[config.mk]
export PLATFORM = sky130hd
export DESIGN_NAME = chvo_ctrl
export DESIGN_NICKNAME = d
export VERILOG_FILES = /design/src/rtl/chvo_pkg.sv /design/src/rtl/chvo_ctrl.sv
export VERILOG_INCLUDE_DIRS = /design/src /design/src/rtl
export SDC_FILE = /design/constraint.sdc
export NUM_CORES = 1
export LEC_CHECK = 0
export ABC_CLOCK_PERIOD_IN_PS = 2500
export BUFFER_PORTS_ARGS = -buffer_cell sky130_fd_sc_hd__buf_4
export CAP_MARGIN = 10
export CORE_UTILIZATION = 30
export CTS_CLUSTER_SIZE = 30
export DETAILED_ROUTE_END_ITERATION = 10
export PLACE_DENSITY = 0.56
export SLEW_MARGIN = 15
export SYNTH_ARGS = -nofsm -noshare
export SYNTH_HDL_FRONTEND = slang
export SYNTH_SLANG_ARGS = --single-unit
[constraint.sdc]
create_clock -name aclk -period 2.5 [get_ports aclk]
set_input_delay 0.5 -clock aclk [delete_from_list [all_inputs] [get_ports aclk]]
set_output_delay 0.5 -clock aclk [all_outputs]
set_load 0.02 [all_outputs]
[src/rtl/convex_hull_vertex_offset_defines.svh]
// Assertion macros used by the vertex offset controller.
`ifndef CONVEX_HULL_VERTEX_OFFSET_DEFINES_SVH
`define CONVEX_HULL_VERTEX_OFFSET_DEFINES_SVH

// Condition must hold at every clock edge outside reset.
`define CHVO_ASSERT_ALWAYS(lbl, clk, rstn, cond, msg) \
    lbl: assert property (@(posedge clk) disable iff (!rstn) (cond)) else $error(msg);

// Consequent must hold in the same cycle as the antecedent.
`define CHVO_ASSERT_IMPL(lbl, clk, rstn, ante, cons, msg) \
    lbl: assert property (@(posedge clk) disable iff (!rstn) (ante) |-> (cons)) \
        else $error(msg);

// Consequent must hold in the cycle after the antecedent.
`define CHVO_ASSERT_NEXT(lbl, clk, rstn, ante, cons, msg) \
    lbl: assert property (@(posedge clk) disable iff (!rstn) (ante) |=> (cons)) \
        else $error(msg);

`endif

[src/rtl/chvo_pkg.sv]
// Shared types and constants of the vertex offset block.
`default_nettype none
package chvo_pkg;
    localparam int MAX_PLANES_DEF = 16;
    localparam int NW    = 16;
    localparam int DW    = 32;
    localparam int XW    = 31;
    localparam int TOLW  = 29;
    localparam int NUMW  = 64;
    localparam int DETW  = 48;
    localparam int PLW   = 3 * NW + DW;

    localparam logic [DW-1:0]   SHIFT_RESET = '0;
    localparam logic [TOLW-1:0] TOL_RESET   = 29'd2684355;

    localparam logic REG_SHIFT = 1'b0;
    localparam logic REG_TOL   = 1'b1;

    typedef enum logic [1:0] {
        XS_1I,
        XS_J1,
        XS_IJ
    } xsel_t;

    typedef struct packed {
        logic       wr_plane;
        logic       ld_p1;
        logic       ld_pi;
        logic       ld_pj;
        xsel_t      xsel;
        logic       xmul;
        logic       xsub;
        logic       sq;
        logic       cmp;
        logic       tmul;
        logic       tsum;
        logic       nmul;
        logic       nsum;
        logic [1:0] k;
        logic       div_start;
        logic       coord_ld;
        logic       out_ld;
        logic       found;
    } chvo_cmd_t;

    typedef struct packed {
        logic par;
        logic det_zero;
        logic div_done;
    } chvo_sts_t;
endpackage
`default_nettype wire

[src/rtl/chvo_ctrl.sv]
// Controller: plane loading, pair search sequence and result handshake.
`default_nettype none
`include "convex_hull_vertex_offset_defines.svh"
module chvo_ctrl import chvo_pkg::*; #(
    parameter int MAX_PLANES = MAX_PLANES_DEF
) (
    input  wire logic                          aclk,
    input  wire logic                          aresetn,
    input  wire logic                          s_tvalid,
    input  wire logic                          s_tlast,
    output logic                               s_tready,
    output logic                               m_tvalid,
    input  wire logic                          m_tready,
    input  wire chvo_sts_t                     sts,
    output chvo_cmd_t                          cmd,
    output logic [$clog2(MAX_PLANES)-1:0]      waddr,
    output logic [$clog2(MAX_PLANES)-1:0]      raddr
);
    localparam int IW = $clog2(MAX_PLANES);
    localparam int CW = $clog2(MAX_PLANES + 1);

    typedef enum logic [4:0] {
        S_IDLE, S_CHKI, S_RDI, S_LDI, S_XMUL_1I, S_XSUB_1I, S_SQ_I, S_CMP_I, S_DEC_I,
        S_CHKJ, S_RDJ, S_LDJ, S_XMUL_J1, S_XSUB_J1, S_SQ_J, S_CMP_J, S_DEC_J,
        S_XMUL_IJ, S_XSUB_IJ, S_TMUL, S_TSUM, S_TCHK, S_NMUL, S_NSUM, S_DIV, S_DIVW,
        S_OUT
    } state_t;

    state_t        state_reg, state_next;
    logic [CW-1:0] cnt_reg, cnt_next;
    logic [CW-1:0] i_reg, i_next;
    logic [CW-1:0] j_reg, j_next;
    logic [1:0]    k_reg, k_next;
    logic          found_reg, found_next;
    logic          mv_reg, mv_next;

    always_comb begin
        state_next = state_reg;
        cnt_next   = cnt_reg;
        i_next     = i_reg;
        j_next     = j_reg;
        k_next     = k_reg;
        found_next = found_reg;
        mv_next    = mv_reg && !m_tready;
        cmd        = '0;
        cmd.k      = k_reg;
        cmd.found  = found_reg;
        raddr      = i_reg[IW-1:0];
        unique case (state_reg)
            S_IDLE: begin
                if (s_tvalid) begin
                    if (cnt_reg < CW'(MAX_PLANES)) begin
                        cmd.wr_plane = 1'b1;
                        cmd.ld_p1    = (cnt_reg == '0);
                        cnt_next     = cnt_reg + CW'(1);
                    end
                    if (s_tlast) begin
                        i_next     = CW'(1);
                        found_next = 1'b0;
                        state_next = S_CHKI;
                    end
                end
            end
            S_CHKI:    state_next = (i_reg < cnt_reg) ? S_RDI : S_OUT;
            S_RDI:     state_next = S_LDI;
            S_LDI: begin
                cmd.ld_pi  = 1'b1;
                state_next = S_XMUL_1I;
            end
            S_XMUL_1I: begin
                cmd.xsel   = XS_1I;
                cmd.xmul   = 1'b1;
                state_next = S_XSUB_1I;
            end
            S_XSUB_1I: begin
                cmd.xsel   = XS_1I;
                cmd.xsub   = 1'b1;
                state_next = S_SQ_I;
            end
            S_SQ_I: begin
                cmd.sq     = 1'b1;
                state_next = S_CMP_I;
            end
            S_CMP_I: begin
                cmd.cmp    = 1'b1;
                state_next = S_DEC_I;
            end
            S_DEC_I: begin
                if (sts.par) begin
                    i_next     = i_reg + CW'(1);
                    state_next = S_CHKI;
                end else begin
                    j_next     = i_reg + CW'(1);
                    state_next = S_CHKJ;
                end
            end
            S_CHKJ: begin
                if (j_reg < cnt_reg) begin
                    state_next = S_RDJ;
                end else begin
                    i_next     = i_reg + CW'(1);
                    state_next = S_CHKI;
                end
            end
            S_RDJ: begin
                raddr      = j_reg[IW-1:0];
                state_next = S_LDJ;
            end
            S_LDJ: begin
                cmd.ld_pj  = 1'b1;
                state_next = S_XMUL_J1;
            end
            S_XMUL_J1: begin
                cmd.xsel   = XS_J1;
                cmd.xmul   = 1'b1;
                state_next = S_XSUB_J1;
            end
            S_XSUB_J1: begin
                cmd.xsel   = XS_J1;
                cmd.xsub   = 1'b1;
                state_next = S_SQ_J;
            end
            S_SQ_J: begin
                cmd.sq     = 1'b1;
                state_next = S_CMP_J;
            end
            S_CMP_J: begin
                cmd.cmp    = 1'b1;
                state_next = S_DEC_J;
            end
            S_DEC_J: begin
                if (sts.par) begin
                    j_next     = j_reg + CW'(1);
                    state_next = S_CHKJ;
                end else begin
                    state_next = S_XMUL_IJ;
                end
            end
            S_XMUL_IJ: begin
                cmd.xsel   = XS_IJ;
                cmd.xmul   = 1'b1;
                state_next = S_XSUB_IJ;
            end
            S_XSUB_IJ: begin
                cmd.xsel   = XS_IJ;
                cmd.xsub   = 1'b1;
                state_next = S_TMUL;
            end
            S_TMUL: begin
                cmd.tmul   = 1'b1;
                state_next = S_TSUM;
            end
            S_TSUM: begin
                cmd.tsum   = 1'b1;
                state_next = S_TCHK;
            end
            S_TCHK: begin
                if (sts.det_zero) begin
                    j_next     = j_reg + CW'(1);
                    state_next = S_CHKJ;
                end else begin
                    k_next     = 2'd0;
                    state_next = S_NMUL;
                end
            end
            S_NMUL: begin
                cmd.nmul   = 1'b1;
                state_next = S_NSUM;
            end
            S_NSUM: begin
                cmd.nsum   = 1'b1;
                state_next = S_DIV;
            end
            S_DIV: begin
                cmd.div_start = 1'b1;
                state_next    = S_DIVW;
            end
            S_DIVW: begin
                if (sts.div_done) begin
                    cmd.coord_ld = 1'b1;
                    if (k_reg == 2'd2) begin
                        found_next = 1'b1;
                        state_next = S_OUT;
                    end else begin
                        k_next     = k_reg + 2'd1;
                        state_next = S_NMUL;
                    end
                end
            end
            S_OUT: begin
                if (!mv_reg || m_tready) begin
                    cmd.out_ld = 1'b1;
                    mv_next    = 1'b1;
                    cnt_next   = '0;
                    state_next = S_IDLE;
                end
            end
            default: state_next = S_IDLE;
        endcase
    end

    always_ff @(posedge aclk) begin
        if (!aresetn) begin
            state_reg <= S_IDLE;
            cnt_reg   <= '0;
            found_reg <= 1'b0;
            mv_reg    <= 1'b0;
        end else begin
            state_reg <= state_next;
            cnt_reg   <= cnt_next;
            found_reg <= found_next;
            mv_reg    <= mv_next;
        end
        i_reg <= i_next;
        j_reg <= j_next;
        k_reg <= k_next;
    end

    assign s_tready = (state_reg == S_IDLE);
    assign m_tvalid = mv_reg;
    assign waddr    = cnt_reg[IW-1:0];

    `CHVO_ASSERT_ALWAYS(a_cnt_max, aclk, aresetn, cnt_reg <= CW'(MAX_PLANES),
        "plane count exceeds the store depth")
    `CHVO_ASSERT_IMPL(a_j_order, aclk, aresetn, state_reg == S_RDJ,
        (j_reg > i_reg) && (j_reg < cnt_reg), "second plane index out of order")
    `CHVO_ASSERT_NEXT(a_out_clear, aclk, aresetn, cmd.out_ld, (cnt_reg == '0) && mv_reg,
        "result load did not restart the vertex")
    `CHVO_ASSERT_IMPL(a_found_path, aclk, aresetn, cmd.out_ld && found_reg,
        i_reg >= CW'(1) && j_reg > i_reg, "point reported without a valid pair")
endmodule
`default_nettype wire
==> flow_summary.rst, run 1 <==
.. list-table::
   :header-rows: 1

   * - Metric
     - Value
   * - Post-route ant nets
     - 0
   * - RSZ-0062 raised after global routing
     - no
   * - Worst clock skew
     - 0.0126 ns
   * - Post-synthesis net count
     - 248
   * - Num ports
     - 38
   * - Prevailing post-synth register cell
     - sky130_fd_sc_hd__edfxtp_1
   * - Count of pins over their slew limit
     - 0
   * - Total of hold buffers inserted after clock tree synthesis
     - 0
   * - Setup-failing EPs final
     - 0
   * - Total number of vias
     - 1787
   * - Headroom to the max-slew limit
     - 0.567
   * - Core box area
     - 6060 µm²
   * - Launching element type of the critical path
     - flip-flop
   * - Num CTS Buffers
     - 3
   * - Leakage component of the power
     - 0.941 nW
   * - Number of enable-type register cells in the synthesized netlist
     - 12
   * - Root buf cell
     - sky130_fd_sc_hd__clkbuf_8
   * - Maximum root-to-sink buffer count
     - 2
   * - Commonest cells in the synthesized netlist
     - sky130_fd_sc_hd__nor2_1 (26), sky130_fd_sc_hd__nand2_1 (15), sky130_fd_sc_hd__a21oi_1 (13), sky130_fd_sc_hd__ha_1 (13)
   * - Total DRC errors in the routed layout
     - 0
   * - Reg2reg setup slack
     - 0.28 ns
   * - Synth top area share
     - 0.186
   * - Total global-route track usage
     - 0.163
   * - Seq cells post-synth
     - 24
   * - Initial antenna violation count
     - 0
   * - Vias in the first global route
     - 1650
   * - Portion of the clock cycle consumed by the worst path in the final layout
     - 0.948
   * - Setup TNS Final
     - 0 ns
   * - Proportion of synthesized chip area in sequential cells
     - 0.310
   * - Synthesis Warnings
     - 0
   * - CTS sink count
     - 24
   * - Count of antenna diodes in the layout
     - 0
   * - IR Drop Worst-Case VDD
     - 556 µV
   * - Uppermost signal routing layer after detailed routing
     - met4
   * - Worst slack, placed
     - 0.164 ns
   * - Pin count of the biggest net entering global routing
     - 17
   * - Clock latency on the worst-skew pair
     - 0.28 ns
   * - Area leader, netlist
     - sky130_fd_sc_hd__edfxtp_1
   * - Cell types with the largest area share after synthesis
     - sky130_fd_sc_hd__edfxtp_1 (19%), sky130_fd_sc_hd__dfxtp_1 (12%), sky130_fd_sc_hd__ha_1 (8.4%)
   * - Detail-routed via count per cell
     - 5.32
   * - Die area
     - 6780 µm²
   * - Port buffer count
     - 37
   * - Wire length on met2
     - 2200 µm
   * - Final period demand of the worst path
     - 2.37 ns
   * - Distinct cell type count after synthesis
     - 59
   * - Number of H-tree levels
     - 1
   * - Share of cells above drive strength 1
     - 0.264
   * - Critical path required time
     - 2.00 ns
   * - Number of DRC violations after detailed-routing iteration 0
     - 154
   * - Power per cell area
     - 1080 nW/µm²
   * - Number of failing hold endpoints at the final stage
     - 0
   * - Final weighted congestion in routability-driven placement
     - 0.878
   * - Remaining global-route overflow
     - 0
   * - Clock tree from TritonCTS
     - built
   * - Number of filler instances in the final layout
     - 616
   * - Count of max-cap constraint violations
     - 0
   * - Half-perimeter wire length of the detailed placement result
     - 4030 µm
   * - Async set-reset flop share out of synthesis
     - 0
   * - Final critical-path setup slack
     - 0.129 ns
   * - Result of the run
     - finished clean
   * - DIE HEIGHT
     - 82.4 µm
   * - Clock transition at the registers of the reported paths
     - 0.09 ns
   * - Met1 layer wirelength in the final routing
     - 2510 µm
   * - Met3 wire len
     - 397 µm
   * - Post-Synthesis Cell Area
     - 1940 µm²
   * - First-pass iteration count of the detailed router
     - 4
   * - Slew @ Worst Pin
     - 0.644 ns
   * - Wire length per cell
     - 15.4 µm
   * - Top fanout value on the critical path
     - 14
   * - Capturing element type of the critical path
     - primary output
   * - Worst setup path class
     - flip-flop to primary output
   * - Mean instance size in the synthesized netlist
     - 8.53 µm²
   * - Most common cell in the netlist
     - sky130_fd_sc_hd__nor2_1
   * - Maximum frequency from static timing analysis
     - 422 MHz
   * - Hold Path Class
     - flip-flop to flip-flop
   * - Data arrival at the endpoint of the critical path
     - 1.87 ns
   * - Wire length of the first global-routing pass
     - 8430 µm
   * - Area growth from synthesis to final layout
     - 21.8%
   * - Fin nets
     - 283
   * - Die width
     - 82.4 µm
   * - # rows
     - 28
   * - Post-synthesis instance total
     - 227
   * - Starting Density
     - 0.320
   * - Drt total wl
     - 5170 µm
cell type report:
cell class                      count  area, µm²  area share
Inverter                            9       33.8      0.0143
Tap cell                           75       93.8      0.0398
Clock buffer                        3       41.3      0.0175
Sequential cell                    24        602       0.255
Clock inverter                      1       30.0      0.0127
Timing Repair Buffer               46        345       0.146
Multi-Input combinational cell    178       1210       0.514
cells in the final DEF (no fill, tap or decap), types with 2 or more instances in the layout:
cell,count
sky130_fd_sc_hd__a211oi_1,3
sky130_fd_sc_hd__a21boi_1,3
sky130_fd_sc_hd__a21o_1,2
sky130_fd_sc_hd__a21oi_1,13
sky130_fd_sc_hd__a32o_1,2
sky130_fd_sc_hd__and2_1,5
sky130_fd_sc_hd__and3_1,2
sky130_fd_sc_hd__buf_4,46
sky130_fd_sc_hd__clkbuf_8,3
sky130_fd_sc_hd__dfxtp_1,11
sky130_fd_sc_hd__edfxtp_1,12
sky130_fd_sc_hd__ha_1,13
sky130_fd_sc_hd__inv_1,8
sky130_fd_sc_hd__mux2_2,5
sky130_fd_sc_hd__mux2i_1,2
sky130_fd_sc_hd__nand2_1,15
sky130_fd_sc_hd__nand2b_1,8
sky130_fd_sc_hd__nand3_1,9
sky130_fd_sc_hd__nor2_1,25
sky130_fd_sc_hd__nor2b_1,6
sky130_fd_sc_hd__nor3_1,10
sky130_fd_sc_hd__nor3b_1,2
sky130_fd_sc_hd__o21a_1,2
sky130_fd_sc_hd__o21ai_0,11
sky130_fd_sc_hd__o22ai_1,2
sky130_fd_sc_hd__or4_1,2
sky130_fd_sc_hd__xnor2_1,3
sky130_fd_sc_hd__xor2_1,4
logic make-up after synthesis:
group	Yosys count	synth area share
AOI/OAI and AO/OA	52	0.185
xor gates and xnor gates	7	0.0317
adders and majority gates	13	0.0840
buffers and inverters	25	0.0678
DFF	24	0.310
muxes	7	0.0394
and+or+nand+nor	99	0.282
final timing paths:
kind                      from   endpoint  cells past startpoint
setup / recovery  state_reg[0]   raddr[3]                      4
hold / removal       found_reg  found_reg                      2
setup reg to reg  state_reg[0]   j_reg[4]                      5
hold reg to reg      found_reg  found_reg                      2
critical path, cell delays in order, from the launching register on:
cell                       delay, ns
sky130_fd_sc_hd__dfxtp_1        0.60
sky130_fd_sc_hd__nand2b_4       0.28
sky130_fd_sc_hd__or2_2          0.19
sky130_fd_sc_hd__mux2_2         0.36
sky130_fd_sc_hd__buf_4          0.16
metal layers:
layer | vias up | global-route usage
met3 | 7 | 0.0253
met4 | 0 | 0.0333
met5 | - | 0
met1 | 826 | 0.240
met2 | 68 | 0.248
li1 | 886 | -
per-stage QoR:
| stage | std cells | area [µm²] | power (mW) | hold slack, ns | util |
|---|---|---|---|---|---|
| floorplan | 227 | 1940 | 1.72 | 0.453 | - |
| detailed placement | 332 | 2280 | 2.17 | 0.482 | 0.376 |
| finish | 336 | 2360 | 2.55 | 0.501 | 0.389 |
| CTS | 336 | 2350 | 2.53 | 0.509 | 0.388 |
| global placement | 332 | 2280 | 2.18 | 0.472 | 0.376 |
| global route | 336 | 2360 | 2.76 | 0.527 | 0.389 |
power breakdown:
part,switching (mW),total [mW],internal (mW)
Combinational,0.845,1.46,0.614
Sequential,0.174,0.736,0.562
Clock,0.144,0.359,0.215
repair_timing:
action / in CTS / in global routing
endpoints found under the hold margin: 0 / 0
gates resized for setup: 0 / 3
buffers inserted: 0 / 0
endpoints found under the setup margin: 0 / 9
(Power assumes the default switching activity.)
==> run 2, diff against run 1 <==
--- a/config.mk
+++ b/config.mk
@@ -7,12 +7,12 @@
 export NUM_CORES = 1
 export LEC_CHECK = 0
 export ABC_CLOCK_PERIOD_IN_PS = 2500
-export BUFFER_PORTS_ARGS = -buffer_cell sky130_fd_sc_hd__buf_4
 export CAP_MARGIN = 10
-export CORE_UTILIZATION = 30
+export CORE_UTILIZATION = 43
 export CTS_CLUSTER_SIZE = 30
 export DETAILED_ROUTE_END_ITERATION = 10
-export PLACE_DENSITY = 0.56
+export DONT_BUFFER_PORTS = 1
+export PLACE_DENSITY = 0.65
 export SLEW_MARGIN = 15
 export SYNTH_ARGS = -nofsm -noshare
 export SYNTH_HDL_FRONTEND = slang
==> run 2 against run 1 <==
- wire length decreased by 7.2%
- combinational power decreased by 5%
- sequential share of layout area increased by 2.6 points
- clock-buffer cell count unchanged
- critical endpoint unchanged
- clock power decreased by 3%
- highest routed layer unchanged
- sequential cell count unchanged
- worst hold slack got worse by 0.16 ns
- total power decreased by 3.4%
- clock skew decreased by 0.0083 ns
- first-iteration DRC count decreased by 14%
- die area decreased by 30%
- register-to-register slack got worse by 0.12 ns
==> flow_summary.rst, run 2 (synthesis gave the netlist of run 1 again) <==
.. list-table::
   :header-rows: 1

   * - Metric
     - Value
   * - Result of the run
     - finished clean
   * - Maximum frequency from static timing analysis
     - 424 MHz (+0.43%)
   * - Pin count of the biggest net entering global routing
     - 17 (unchanged)
   * - Data arrival at the endpoint of the critical path
     - 1.86 ns (about the same)
   * - Total DRC errors in the routed layout
     - 0 (unchanged)
   * - IR Drop Worst-Case VDD
     - 478 µV (-14%)
   * - Clock latency on the worst-skew pair
     - 0.27 ns (about the same)
   * - Number of failing hold endpoints at the final stage
     - 0 (unchanged)
   * - Minimum hold slack
     - 0.342 ns (-0.160 ns)
   * - Post-route ant nets
     - 0 (unchanged)
   * - Area taken by multi-input logic gates
     - 1210 µm² (-0.21%)
   * - Post-placement cell count
     - 284 (-14%)
   * - Number of setup buffers added after CTS
     - 0 (unchanged)
   * - Remaining global-route overflow
     - 0 (unchanged)
   * - Drt total wl
     - 4800 µm (-7.2%)
   * - Top library cells by usage in the layout, fill and taps aside
     - sky130_fd_sc_hd__nor2_1 (26), sky130_fd_sc_hd__buf_4 (21), sky130_fd_sc_hd__nand2_1 (15)
   * - Total global-route track usage
     - 0.200 (+0.0373)
   * - Clock transition at the registers of the reported paths
     - 0.09 ns (about the same)
   * - Setup-failing EPs final
     - 0 (unchanged)
   * - Power per cell area
     - 1150 nW/µm² (+6.5%)
   * - Num CTS Buffers
     - 3 (unchanged)
   * - Launching element type of the critical path
     - flip-flop
   * - Clock tree from TritonCTS
     - built
   * - Capturing element type of the critical path
     - primary output
   * - Maximum root-to-sink buffer count
     - 2 (unchanged)
   * - Count of pins over their slew limit
     - 0 (unchanged)
   * - Number of DRC violations after detailed-routing iteration 0
     - 132 (-14%)
   * - Number of H-tree levels
     - 1 (unchanged)
   * - Initial antenna violation count
     - 0 (unchanged)
   * - Vias in the first global route
     - 1617 (-2.0%)
   * - CTS sink count
     - 24 (unchanged)
   * - # rows
     - 24 (-14%)
   * - Sequential cell area
     - 602 µm² (unchanged)
   * - Leakage component of the power
     - 0.812 nW (-14%)
   * - Wire length of the first global-routing pass
     - 7720 µm (-8.4%)
   * - Final weighted congestion in routability-driven placement
     - 0.931 (+6.1%)
   * - Cell Count, Final, Fillers Out
     - 288 (-14%)
   * - Detail-routed via count per cell
     - 5.91 (+11%)
   * - Critical path required time
     - 2.00 ns (about the same)
   * - Count of max-cap constraint violations
     - 0 (unchanged)
   * - Root buf cell
     - sky130_fd_sc_hd__clkbuf_8
   * - Fin nets
     - 258 (-8.8%)
   * - First-pass iteration count of the detailed router
     - 4 (unchanged)
   * - Worst setup path class
     - flip-flop to primary output
   * - Total number of vias
     - 1703 (-4.7%)
   * - Core box area
     - 4350 µm² (-28%)
   * - Final period demand of the worst path
     - 2.36 ns (-0.0101 ns)
   * - Headroom to the max-slew limit
     - 0.640 (+0.0732)
   * - Portion of the clock cycle consumed by the worst path in the final layout
     - 0.944 (-0.00404)
   * - Slew @ Worst Pin
     - 0.535 ns (-0.109 ns)
   * - Die width
     - 69.1 µm (-16%)
   * - Area growth from synthesis to final layout
     - 10.5%
   * - Setup TNS Final
     - 0 ns (unchanged)
   * - Worst clock skew
     - 0.00431 ns (-0.00829 ns)
   * - Most frequent standard cell in the layout excluding fill and tap cells
     - sky130_fd_sc_hd__nor2_1
   * - Top fanout value on the critical path
     - 16 (+2)
   * - Hold Path Class
     - primary input to flip-flop
   * - Wire length per cell
     - 16.7 µm (+8.3%)
   * - Number of filler instances in the final layout
     - 427 (-31%)
   * - Share of cells above drive strength 1
     - 0.182 (-0.0822)
   * - Half-perimeter wire length of the detailed placement result
     - 3720 µm (-7.7%)
   * - Starting Density
     - 0.445 (+0.125)
   * - Num ports
     - 38 (unchanged)
   * - Port buffer count
     - 0 (-100%)
   * - RSZ-0062 raised after global routing
     - no
   * - DIE HEIGHT
     - 69.1 µm (-16%)
   * - Count of antenna diodes in the layout
     - 0 (unchanged)
   * - Die area
     - 4780 µm² (-30%)
-- run 2: power by group --
part / internal [mW] / switching [mW]
logic: 0.567 / 0.814
registers: 0.561 / 0.176
clock network: 0.214 / 0.134
total: 1.34 / 1.12
-- run 2: stage by stage --
stage | power, mW | utilization | setup slack (ns) | area, µm²
after global routing | 2.63 | 0.491 | 0.00797 | 2140
after CTS | 2.45 | 0.490 | 0.0830 | 2130
final | 2.47 | 0.491 | 0.140 | 2140
after detailed placement | 2.10 | 0.474 | 0.131 | 2060
after floorplan | 1.72 | - | 0.431 | 1940
after global placement | 2.09 | 0.474 | 0.142 | 2060
-- run 2: final timing paths --
| kind | startpoint | to | slack [ns] | cells after the start |
|---|---|---|---|---|
| worst min-delay path | aresetn | m_tvalid | 0.34 | 1 |
| worst min register to register | cnt_reg[3] | cnt_reg[3] | 0.60 | 2 |
| worst max register to register | state_reg[2] | j_reg[4] | 0.16 | 5 |
| worst max-delay path | state_reg[2] | raddr[3] | 0.14 | 5 |
-- run 2: final cells by class --
cell class | instances | share of cell area
clock buffer | 3 | 0.0193
clock inverter | 1 | 0.0140
sequential | 24 | 0.281
multi-input combinational | 178 | 0.565
timing repair buffer | 21 | 0.0737
tap | 52 | 0.0304
inverter | 9 | 0.0158
-- run 2: critical path, cell delays in order (launching register included) --
cell and delay, ns:
sky130_fd_sc_hd__dfxtp_1 0.48, sky130_fd_sc_hd__nor2_1 0.19, sky130_fd_sc_hd__buf_4 0.16, sky130_fd_sc_hd__nand2_1 0.06, sky130_fd_sc_hd__or2_2 0.35, sky130_fd_sc_hd__mux2_2 0.35
-- run 2: layer usage --
metal	GRT usage	wire, µm	vias to the layer above	part of all wire
met5	0	0	-	0
met2	0.300	2120	77	0.44
met4	0.0703	73	0	0.015
li1	-	-	836	-
met3	0.0424	456	8	0.095
met1	0.283	2150	782	0.45
-- run 2: what timing repair did --
item / in CTS / in global routing
hold buffers: 0 / 0
endpoints found under the hold margin: 0 / 0
endpoints found under the setup margin: 0 / 11
gates resized for setup: 0 / 2
